## src/u8s_pkg.sv

```systemverilog
package u8s_pkg;

    localparam int SymMax = 4;
    localparam int SymCntW = 3;
    localparam int PendDepth = 3;

    localparam logic [7:0] ReplByte0 = 8'hEF;
    localparam logic [7:0] ReplByte1 = 8'hBF;
    localparam logic [7:0] ReplByte2 = 8'hBD;

    localparam logic [1:0] ReplSubFirst = 2'd0;
    localparam logic [1:0] ReplSubMid = 2'd1;
    localparam logic [1:0] ReplSubLast = 2'd2;

    localparam logic [2:0] LenBad = 3'd0;
    localparam logic [2:0] LenAscii = 3'd1;
    localparam logic [2:0] LenTwo = 3'd2;
    localparam logic [2:0] LenThree = 3'd3;
    localparam logic [2:0] LenFour = 3'd4;

    typedef struct packed {
        logic       repl;
        logic [7:0] data;
    } t_sym;

    typedef struct packed {
        t_sym [SymMax-1:0]   syms;
        logic [SymCntW-1:0]  count;
        logic                last;
    } t_burst;

    function automatic logic [2:0] f_lead_len(input logic [7:0] c);
        logic [2:0] len;
        len = LenBad;
        if (c[7] == 1'b0) begin
            len = LenAscii;
        end else if (c[7:5] == 3'b110) begin
            len = LenTwo;
        end else if (c[7:4] == 4'b1110) begin
            len = LenThree;
        end else if (c[7:3] == 5'b11110) begin
            len = LenFour;
        end
        return len;
    endfunction

    function automatic logic [7:0] f_repl_byte(input logic [1:0] sub);
        logic [7:0] b;
        unique case (sub)
            ReplSubFirst: b = ReplByte0;
            ReplSubMid:   b = ReplByte1;
            default:      b = ReplByte2;
        endcase
        return b;
    endfunction

endpackage

```

## src/u8s_emit.sv

```systemverilog
module u8s_emit (
    input  logic            i_clk,
    input  logic            i_rst_n,
    input  logic            i_load,
    input  u8s_pkg::t_burst i_burst,
    output logic            o_free,
    output logic            o_m_tvalid,
    input  logic            i_m_tready,
    output logic [7:0]      o_m_tdata,  // [7:0] out_byte
    output logic            o_m_tlast   // out_last
);
    import u8s_pkg::*;

    t_sym [SymMax-1:0]  r_syms;
    logic [SymCntW-1:0] r_nsym;
    logic [1:0]         r_sub;
    logic               r_last;

    logic sym_done;
    logic final_byte;
    logic take;

    assign sym_done   = !r_syms[0].repl || (r_sub == ReplSubLast);
    assign final_byte = (r_nsym == SymCntW'(1)) && sym_done;
    assign take       = o_m_tvalid && i_m_tready;

    assign o_m_tvalid = (r_nsym != '0);
    assign o_m_tdata  = r_syms[0].repl ? f_repl_byte(r_sub) : r_syms[0].data;
    assign o_m_tlast  = r_last && final_byte;
    assign o_free     = (r_nsym == '0) || (i_m_tready && final_byte);

    always_ff @(posedge i_clk) begin
        if (!i_rst_n) begin
            r_nsym <= '0;
            r_sub  <= ReplSubFirst;
        end else if (i_load) begin
            r_nsym <= i_burst.count;
            r_sub  <= ReplSubFirst;
        end else if (take) begin
            if (sym_done) begin
                r_nsym <= r_nsym - SymCntW'(1);
                r_sub  <= ReplSubFirst;
            end else begin
                r_sub <= r_sub + 2'd1;
            end
        end
    end

    always_ff @(posedge i_clk) begin
        if (i_load) begin
            r_syms <= i_burst.syms;
            r_last <= i_burst.last;
        end else if (take && sym_done) begin
            r_syms <= {t_sym'('0), r_syms[SymMax-1:1]};
        end
    end

`ifndef SYNTHESIS
    a_load_when_free: assert property (@(posedge i_clk) disable iff (!i_rst_n)
        i_load |-> o_free)
        else $error("burst loaded while previous burst still pending");

    a_sub_in_repl: assert property (@(posedge i_clk) disable iff (!i_rst_n)
        (o_m_tvalid && r_sub != ReplSubFirst) |-> r_syms[0].repl)
        else $error("replacement step on a plain byte");

    a_nsym_range: assert property (@(posedge i_clk) disable iff (!i_rst_n)
        (r_nsym <= SymCntW'(SymMax)) && (r_sub != 2'd3))
        else $error("emitter counters out of range");
`endif

endmodule

```

## src/utf8_stream_sanitizer.sv

```systemverilog
// UTF-8 stream sanitizer.
// Input stream: i_s_tdata carries one raw byte, i_s_tlast marks the last byte
// of a stream. Output stream: o_m_tdata carries one sanitized byte, o_m_tlast
// is high on the final output byte of the stream.
// Multi-byte sequences are held back until complete or broken; bad lead
// bytes, broken sequences and sequences cut off by tlast are replaced by
// EF BF BD per offending byte. One input byte may release 0 to 12 bytes.
// An accepted input's output bytes, if any, are registered in the emitter,
// which drives the first of them on the output port. Throughput: one input byte per
// cycle while each byte releases at most one output byte and i_m_tready stays
// high; an input that releases more than one byte holds the input side until
// its last byte is being transferred by the single output byte serializer.
// Reset (i_rst_n low, synchronous) drops any held sequence and any output
// still queued. When the receiver holds i_m_tready low, the current output
// byte stays on the port; one further input transaction is taken only once
// the queued output drains down to its last byte being transferred.
module utf8_stream_sanitizer (
    input  logic       i_clk,
    input  logic       i_rst_n,
    input  logic       i_s_tvalid,
    output logic       o_s_tready,
    input  logic [7:0] i_s_tdata,   // [7:0] in_byte
    input  logic       i_s_tlast,   // in_last
    output logic       o_m_tvalid,
    input  logic       i_m_tready,
    output logic [7:0] o_m_tdata,   // [7:0] out_byte
    output logic       o_m_tlast    // out_last
);
    import u8s_pkg::*;

    logic [7:0] r_pend [PendDepth];
    logic [1:0] r_pend_cnt;
    logic [2:0] r_exp_len;
    logic [1:0] n_pend_cnt;
    logic [2:0] n_exp_len;

    logic       accept;
    logic       free;
    logic       active;
    logic       is_cont;
    logic [2:0] lead_len;
    logic       complete;
    logic       store;
    logic       judge;
    logic       judge_sym;
    logic       new_lead;
    logic [1:0] flush_cnt;
    logic [1:0] cnt_after;
    logic [1:0] tail_cnt;
    logic [2:0] judge_pos;
    logic [2:0] list_end;
    t_burst     burst;

    assign accept = i_s_tvalid && o_s_tready;
    assign o_s_tready = free;

    assign active    = (r_pend_cnt != 2'd0);
    assign is_cont   = (i_s_tdata[7:6] == 2'b10);
    assign lead_len  = f_lead_len(i_s_tdata);
    assign complete  = active && is_cont && (({1'b0, r_pend_cnt} + 3'd1) >= r_exp_len);
    assign store     = active && is_cont && !complete;
    assign judge     = !active || !is_cont;
    assign new_lead  = judge && (lead_len >= LenTwo);
    assign judge_sym = judge && !new_lead;
    assign flush_cnt = (active && !is_cont) ? r_pend_cnt : 2'd0;

    always_comb begin
        if (new_lead) begin
            cnt_after = 2'd1;
        end else if (store) begin
            cnt_after = r_pend_cnt + 2'd1;
        end else begin
            cnt_after = 2'd0;
        end
    end

    assign tail_cnt  = i_s_tlast ? cnt_after : 2'd0;
    assign judge_pos = {1'b0, flush_cnt};
    assign list_end  = judge_pos + {2'b00, judge_sym} + {1'b0, tail_cnt};

    always_comb begin
        burst = '0;
        burst.last = i_s_tlast;
        if (complete) begin
            burst.count = {1'b0, r_pend_cnt} + 3'd1;
            for (int k = 0; k < PendDepth; k++) begin
                burst.syms[k].repl = 1'b0;
                burst.syms[k].data = (2'(k) == r_pend_cnt) ? i_s_tdata : r_pend[k];
            end
            burst.syms[SymMax-1].repl = 1'b0;
            burst.syms[SymMax-1].data = i_s_tdata;
        end else begin
            burst.count = list_end;
            for (int k = 0; k < SymMax; k++) begin
                if (judge_sym && (3'(k) == judge_pos)) begin
                    burst.syms[k].repl = (lead_len == LenBad);
                    burst.syms[k].data = i_s_tdata;
                end else begin
                    burst.syms[k].repl = 1'b1;
                    burst.syms[k].data = '0;
                end
            end
        end
    end

    always_comb begin
        if (i_s_tlast) begin
            n_pend_cnt = 2'd0;
            n_exp_len  = 3'd0;
        end else begin
            n_pend_cnt = cnt_after;
            if (new_lead) begin
                n_exp_len = lead_len;
            end else if (store) begin
                n_exp_len = r_exp_len;
            end else begin
                n_exp_len = 3'd0;
            end
        end
    end

    always_ff @(posedge i_clk) begin
        if (!i_rst_n) begin
            r_pend_cnt <= 2'd0;
            r_exp_len  <= 3'd0;
        end else if (accept) begin
            r_pend_cnt <= n_pend_cnt;
            r_exp_len  <= n_exp_len;
        end
    end

    always_ff @(posedge i_clk) begin
        if (accept) begin
            for (int k = 0; k < PendDepth; k++) begin
                if ((new_lead && k == 0) || (store && 2'(k) == r_pend_cnt)) begin
                    r_pend[k] <= i_s_tdata;
                end
            end
        end
    end

    u8s_emit u_emit (
        .i_clk      (i_clk),
        .i_rst_n    (i_rst_n),
        .i_load     (accept),
        .i_burst    (burst),
        .o_free     (free),
        .o_m_tvalid (o_m_tvalid),
        .i_m_tready (i_m_tready),
        .o_m_tdata  (o_m_tdata),
        .o_m_tlast  (o_m_tlast)
    );

`ifndef SYNTHESIS
    a_pend_len: assert property (@(posedge i_clk) disable iff (!i_rst_n)
        (r_pend_cnt != 2'd0) |-> (r_exp_len > {1'b0, r_pend_cnt}) && (r_exp_len <= LenFour))
        else $error("held sequence longer than its lead allows");

    a_idle_len: assert property (@(posedge i_clk) disable iff (!i_rst_n)
        (r_pend_cnt == 2'd0) |-> (r_exp_len == 3'd0))
        else $error("sequence length kept with nothing held");

    a_last_clears: assert property (@(posedge i_clk) disable iff (!i_rst_n)
        (accept && i_s_tlast) |=> (r_pend_cnt == 2'd0) && o_m_tvalid)
        else $error("end of stream left a sequence open or no output");
`endif

endmodule
```

## config.mk

```make
export PLATFORM = sky130hd
export DESIGN_NAME = utf8_stream_sanitizer
export DESIGN_NICKNAME = d
export VERILOG_FILES = /design/src/u8s_pkg.sv /design/src/u8s_emit.sv /design/src/utf8_stream_sanitizer.sv
export SDC_FILE = /design/constraint.sdc
export NUM_CORES = 1
export LEC_CHECK = 0
export CAP_MARGIN = 20
export CELL_PAD_IN_SITES_DETAIL_PLACEMENT = 1
export CELL_PAD_IN_SITES_GLOBAL_PLACEMENT = 2
export CORE_UTILIZATION = 48
export CTS_BUF_LIST = sky130_fd_sc_hd__clkbuf_4 sky130_fd_sc_hd__clkbuf_8
export DETAILED_ROUTE_END_ITERATION = 6
export DONT_BUFFER_PORTS = 1
export MAX_ROUTING_LAYER = met4
export PLACE_DENSITY = 0.88
export SYNTH_ARGS = -nofsm -noshare
export SYNTH_HDL_FRONTEND = slang
export SYNTH_SLANG_ARGS = --single-unit
```

## constraint.sdc

```tcl
create_clock -name i_clk -period 7.6 [get_ports i_clk]
set_input_delay 1.14 -clock i_clk [delete_from_list [all_inputs] [get_ports i_clk]]
set_output_delay 1.14 -clock i_clk [all_outputs]
set_load 0.02 [all_outputs]
```

# Word-level counts from Yosys, hierarchy flattened
# Memories as Yosys holds them, arrays and structs flattened.
# Index checks and enable logic that the tools add are counted.
[classes] addsub=6 mul=0 div_mod_pow=0 order_cmp=2 n_eq_ne=13 n_shift=0 muxes=43 bitwise=1 n_reduce_logical=43
[ops] cell="36-bit two-way mux" n=2
[ops] cell="8-bit two-way mux" n=6
[ops] cell="39-bit two-way mux" n=1
[ops] cell="9-bit two-way mux" n=4
[ops] cell="3-bit two-way mux" n=10
[ops] cell="1-bit logical AND" n=19
[ops] cell="2-bit two-way mux" n=8
[ops] cell="8-bit OR reduction" n=2
[ops] cell="7-bit case mux with 2 select lines" n=1
[ops] cell="1-bit two-way mux" n=11
[ops] cell="3-bit logical NOT" n=3
[ops] cell="2-bit nonzero test" n=4
[ops] cell="2-bit == test, first input constant" n=3
[ops] cell="5-bit == test, second input constant" n=1
[ops] cell="1-bit logical NOT" n=5
[ops] cell="2-bit by 1-bit adder with 2-bit output, second input constant" n=2
[ops] cell="1-bit by 2-bit == test with 1-bit output, first input constant" n=2
[ops] cell="2-bit == test, second input constant" n=2
[ops] cell="4-bit == test, second input constant" n=1
[ops] cell="2-bit logical NOT" n=2
[ops] cell="1-bit logical OR" n=4
[ops] cell="2-bit AND reduction" n=2
[ops] cell="2-bit by 1-bit adder with 3-bit output" n=1
[ops] cell="2-bit by 1-bit adder with 3-bit output, second input constant" n=1
[ops] cell="other kinds (11)" n=11
[totals] reg_bits=47 latchBits=0 ram_bits=24 rom_bits=0 input_bits=13 output_inout_bits=11 wordCells=122 mem_count=1
[mem_list] name="r_pend" depth=3 word_bits=8 read_ports=3 rd_ports_with_merged_regs=0 write_ports=1 line_no="utf8_stream_sanitizer.sv:31" rtl="logic [7:0] r_pend [PendDepth];"

# Logic depth before layout (Yosys ltp)
[depth] depth_word=13 ltp_mapped=13 mapped_depth_nobuf=13

# Modules after synthesis
# A second synthesis with hierarchy kept.
[hier_totals] hier_cells=326 area_unflattened_um2=3888.7
[modules_own_cells] mod="u8s_emit" n_inst=1 cells_each=138 area_each_um2=1994.4 seq_area_each_um2=1211.2
[modules_own_cells] mod="utf8_stream_sanitizer" n_inst=1 cells_each=188 area_each_um2=1894.3 seq_area_each_um2=820.8

# Worst setup path before layout
# OpenSTA, ideal clock, no wires.
[synth_path] path_kind="input-to-reg" startpoint="input i_s_tdata[6]" endpoint="register u_emit.r_nsym[1]" setup_time_ns=0.127 arrival_time_ns=3.175 required_ns=7.473 slack_ns=4.298 cell_stages=12 path_buffers=2 path_cell_list="buf_2 -> nand2b_4 -> buf_6 -> nor2_1 -> nand2_1 -> o21ai_0 -> nand2_1 -> fa_1 -> fa_1 -> o21ai_0 -> o211ai_1 -> a21boi_0"
[synth_via] elab_chain_len=13 word_cells_on_any_way=27 classes_between="add/sub: 2; order compare: 1; eq/ne: 4; mux: 10; reduce/logical: 10"
[synth_rtl] element="from (decl)" line_no="utf8_stream_sanitizer.sv:22" rtl="input logic [7:0] i_s_tdata,"
[synth_rtl] element="5-bit == test" line_no="u8s_pkg.sv:41" rtl="end else if (c[7:3] == 5'b11110) begin"
[synth_rtl] element="3-bit two-way mux" line_no="u8s_pkg.sv:41"
[synth_rtl] element="3-bit two-way mux" line_no="u8s_pkg.sv:39" rtl="end else if (c[7:4] == 4'b1110) begin"
[synth_rtl] element="3-bit two-way mux" line_no="u8s_pkg.sv:37" rtl="end else if (c[7:5] == 3'b110) begin"
[synth_rtl] element="3-bit two-way mux" line_no="u8s_pkg.sv:35" rtl="if (c[7] == 1'b0) begin"
[synth_rtl] element="3-bit by 2-bit >= comparator with 1-bit output" line_no="utf8_stream_sanitizer.sv:63" rtl="assign new_lead = judge && (lead_len >= LenTwo);"
[synth_rtl] element="1-bit logical AND" line_no="utf8_stream_sanitizer.sv:63"
[synth_rtl] element="1-bit logical NOT" line_no="utf8_stream_sanitizer.sv:64" rtl="assign judge_sym = judge && !new_lead;"
[synth_rtl] element="1-bit logical AND" line_no="utf8_stream_sanitizer.sv:64"
[synth_rtl] element="2-bit by 1-bit adder with 3-bit output" line_no="utf8_stream_sanitizer.sv:79" rtl="assign list_end = judge_pos + {2'b00, judge_sym} + {1'b0, tail_cnt};"
[synth_rtl] element="3-bit by 2-bit adder with 3-bit output" line_no="utf8_stream_sanitizer.sv:79"
[synth_rtl] element="39-bit two-way mux *" line_no="utf8_stream_sanitizer.sv:84" rtl="if (complete) begin"
[synth_rtl] element="3-bit two-way mux *" line_no="u8s_emit.sv:36" rtl="end else if (i_load) begin"
[synth_rtl] element="to (signal assigned)" line_no="u8s_emit.sv:37" rtl="r_nsym <= i_burst.count;"
[synth_rtl] element="to (signal assigned)" line_no="u8s_emit.sv:41" rtl="r_nsym <= r_nsym - SymCntW'(1);"
[synth_rtl] element="to (decl)" line_no="u8s_emit.sv:15" rtl="logic [SymCntW-1:0] r_nsym;"
# Every way passes the cells marked *; elsewhere a longest branch is shown, timed or not.
# A chain may end at the register's enable or synchronous reset.

# Worst setup path after layout
[layout_path] startpoint="register r_pend_cnt[0]" endpoint="register u_emit.r_nsym[1]"
[layout_via] elab_chain_len=11 word_cells_on_any_way=22 classes_between="add/sub: 4; order compare: 1; mux: 6; reduce/logical: 11"
[layout_rtl] element="from (decl)" line_no="utf8_stream_sanitizer.sv:32" rtl="logic [1:0] r_pend_cnt;"
[layout_rtl] element="from (signal assigned)" line_no="utf8_stream_sanitizer.sv:127" rtl="r_pend_cnt <= n_pend_cnt;"
[layout_rtl] element="2-bit by 1-bit adder with 3-bit output / 2-bit nonzero test (equally long branches)" line_no="utf8_stream_sanitizer.sv:60, utf8_stream_sanitizer.sv:85, utf8_stream_sanitizer.sv:57"
[layout_rtl] element="3-bit >= comparator / 1-bit logical AND (equally long branches)" line_no="utf8_stream_sanitizer.sv:60, utf8_stream_sanitizer.sv:61"
[layout_rtl] element="1-bit logical AND" line_no="utf8_stream_sanitizer.sv:60" rtl="assign complete = active && is_cont && (({1'b0, r_pend_cnt} + 3'd1) >= r_exp_len);"
[layout_rtl] element="1-bit logical NOT" line_no="utf8_stream_sanitizer.sv:61" rtl="assign store = active && is_cont && !complete;"
[layout_rtl] element="1-bit logical AND" line_no="utf8_stream_sanitizer.sv:61"
[layout_rtl] element="2-bit two-way mux" line_no="utf8_stream_sanitizer.sv:70" rtl="end else if (store) begin"
[layout_rtl] element="2-bit two-way mux" line_no="utf8_stream_sanitizer.sv:68" rtl="if (new_lead) begin"
[layout_rtl] element="2-bit two-way mux" line_no="utf8_stream_sanitizer.sv:77" rtl="assign tail_cnt = i_s_tlast ? cnt_after : 2'd0;"
[layout_rtl] element="3-bit by 2-bit adder with 3-bit output" line_no="utf8_stream_sanitizer.sv:79"
[layout_rtl] element="39-bit two-way mux *" line_no="utf8_stream_sanitizer.sv:84"
[layout_rtl] element="3-bit two-way mux *" line_no="u8s_emit.sv:36"
# Marks and branches as above.

==> key figures <==
Final layout
  – Commonest non-fill, non-tap cell in the layout: edfxtp_1
  – Synthesis-to-finish area growth: 5.554%
  – Fill count: 789
  – Area of the multi-input gates: 1486 um^2
  – Ant. Diodes: 0
  – Most frequent cells in the layout: edfxtp_1 (61), nor2_1 (57), nand2_1 (23)
  – Nets: 341
  – FF+latch area: 2032 um^2
  – Layout cells sized above 1: 14.87%

Global route
  – GRT Util Overall: 21.93%
  – First-pass GRT wire length: 12.39 mm
  – Pin count of the biggest net entering global routing: 44
  – Gr ovfl total: 0
  – Vias in the first global route: 2,405
  – Antenna violations before repair: 0

Timing
  – Endpoints failing hold: 0
  – Final setup skew: 7.202 ps
  – Rel. slew slack: 29.63%
  – Final Slew Violations: 0
  – Clock period minus worst slack: 3748 ps
  – Max Clk Rate: 266.8 MHz
  – TNS Setup: 0 ps
  – RSZ-0062 raised after global routing: false
  – Crit share post-route: 49.32%
  – Final setup violation count: 0
  – Tightest Pin Transition: 1054 ps

Drt
  – First-iteration detailed-routing DRC count: 140
  – Mean number of vias per cell: 5.699
  – Routed Antenna Nets: 0
  – WL final: 7.786 mm
  – Via count: 2,365
  – Drt drc: 0
  – Drt wl/cell: 18.76 um
  – 1st-pass router iterations: 4

Clock tree
  – Cts hold-fix bufs: 0
  – Post-CTS Setup Bufs: 0
  – Clk sink count: 71
  – CTS max path bufs: 2
  – CTS Buf Count: 9
  – Clk slew on worst S/H paths: 80 ps
  – CTS-repair resized insts: 0
  – H-tree levels: 3
  – Clk root buf: clkbuf_8
  – CTS tree: built
  – Worst skew pair latency: 340 ps

Power
  – Pwr Density: 232.3 nW/um^2
  – Sw Pwr: 257.0 uW
  – Sequential share of power: 54.9%
  – Sw Ratio: 28.55%
  – Comb power frac: 16.2%
  – LEAKAGE: 1.343 nW
  – Maximum VDD drop: 0.08122 mV
  – Clk pwr share: 28.9%
  – Internal power: 643.4 uW
  – Power Total: 900.4 uW

Floorplanning
  – Die span in y: 89.47 um
  – # IOs: 24
  – Die width: 89.47 um
  – Initial core utilization: 50.09%
  – Core area: 7331 um^2
  – Die area: 8004 um^2
  – Site row count: 31

Synthesis
  – Distinct cells, synth: 54
  – Seq cells post-synth: 71
  – Mean Syn Cell Area: 11.62 um^2
  – EDFF count, synth: 61
  – Mapped Area: 3672 um^2
  – Mapped Nets: 345
  – Async S/R FF share, synth: 0%
  – Cells after Synth: 316
  – Post-synthesis sequential area ratio: 55.33%
  – Yosys warns: 0
  – Synth Flop Type: edfxtp_1

Hold path
  – Worst Hold Class: flip-flop to flip-flop
  – Hold Path Cell Cnt: 2

Critical path
  – Crit-path max cell delay: 530 ps
  – CP max FO: 8
  – Path depth of the worst reg2reg path: 13
  – Crit end category: flip-flop
  – CP Depth: 13
  – CP max stage cell: dfxtp_1
  – Kind of critical path: flip-flop to flip-flop
  – Crit-path cells: inv_1, ha_1, ha_1, a21o_1, a31oi_2, nand2_1, o21ai_0, nand2_1, fa_1, fa_1, o21ai_0, o211ai_1, a21boi_0
  – Crit path DAT: 3980 ps
  – Crit path buffers/inverters: 1
  – Top delay family on crit path: adder cells
  – Reg-to-reg slack, setup: 3850 ps
  – Worst Path Required: 7830 ps
  – Crit path launch type: flip-flop

Run
  – Max Cap Viol: 0

Place
  – Buffers on Ports: 0
  – Post-DP HPWL: 5.098 mm
  – Final Wtd Congestion: 0.8178

Outcome
  – Run status: finished clean
==> cells by family after synthesis <==
group           synth area share (%)
simple gates                   16.73
flops                          55.33
compound gates                 11.45
buf+inv                        4.191
mux                            5.963
fa+ha+maj                      5.860
xor+xnor                      0.4771
==> Yosys cell counts (all sizes together), types with 5 or more instances <==
master,number,area (um^2)
a221oi,22,192.7
buf,16,97.59
mux2i,5,50.05
ha,14,175.2
nand2,24,92.59
and2,8,50.05
nor2,58,225.2
nor3,6,46.30
o21ai,8,43.79
edfxtp,61,1832
mux2,15,168.9
inv,13,48.80
nand2b,6,45.04
or2,6,40.04
dfxtp,10,200.2
==> sequential cells by signal (all words and copies together), names as in the netlist <==
signal,cells
r_pend,24
u_emit.r_last,1
u_emit.r_sub,2
r_exp_len,3
r_pend_cnt,2
u_emit.r_syms,36
u_emit.r_nsym,3
==> per-stage QoR <==
stage               hold slack [ps]  worst slack [ps]  util [%]  instance area, um^2  instances
global placement              460.4              4036     50.66                 3714        400
finish                        469.6              3852     52.88                 3876        415
global route                  489.9              3595     52.88                 3876        415
detailed placement            458.4              3870     50.66                 3714        400
CTS                           472.4              3853     52.88                 3876        415
floorplan                     438.0              4298         -                 3672        316
==> final cells by class <==
type	count	share of cell area [%]
clock buffers	9	3.196
flip-flops and latches	71	52.42
multi-input cells	214	38.35
clock inverters	6	1.001
repair buffers	3	0.5810
inverters	13	1.259
well taps	99	3.196
==> power by group through the flow <==
stage	clock network, mW	logic, mW	registers (mW)
2_1_floorplan	0	0.127	0.498
3_3_place_gp	0	0.143	0.502
3_5_place_dp	0	0.148	0.504
4_1_cts	0.264	0.149	0.495
5_1_grt	0.279	0.165	0.500
6_report	0.260	0.146	0.495
==> tightest hold or removal path: cells and delay by family, from the launching register on <==
family           cells  cell delay [ps]
multiplexers         1               60
flip-flops           1              310
AND/OR/NAND/NOR      1               60
==> path summary, 6_finish.rpt <==
| kind | startpoint | endpoint |
|---|---|---|
| setup / recovery | r_pend_cnt[0]$_SDFFE_PN0P_ | u_emit.r_nsym[1]$_SDFFE_PN0P_ |
| hold / removal | r_exp_len[0]$_SDFFE_PN0P_ | r_exp_len[0]$_SDFFE_PN0P_ |
| setup reg to reg | r_pend_cnt[0]$_SDFFE_PN0P_ | u_emit.r_nsym[1]$_SDFFE_PN0P_ |
| hold reg to reg | r_exp_len[0]$_SDFFE_PN0P_ | r_exp_len[0]$_SDFFE_PN0P_ |
==> layer usage <==
metal  track usage [%]  share of wire [%]
met1             30.46                 48
met3             3.324                3.9
met4             8.514                1.0
met5                 -                  0
met2             32.41                 47
(Power assumes the default switching activity.)
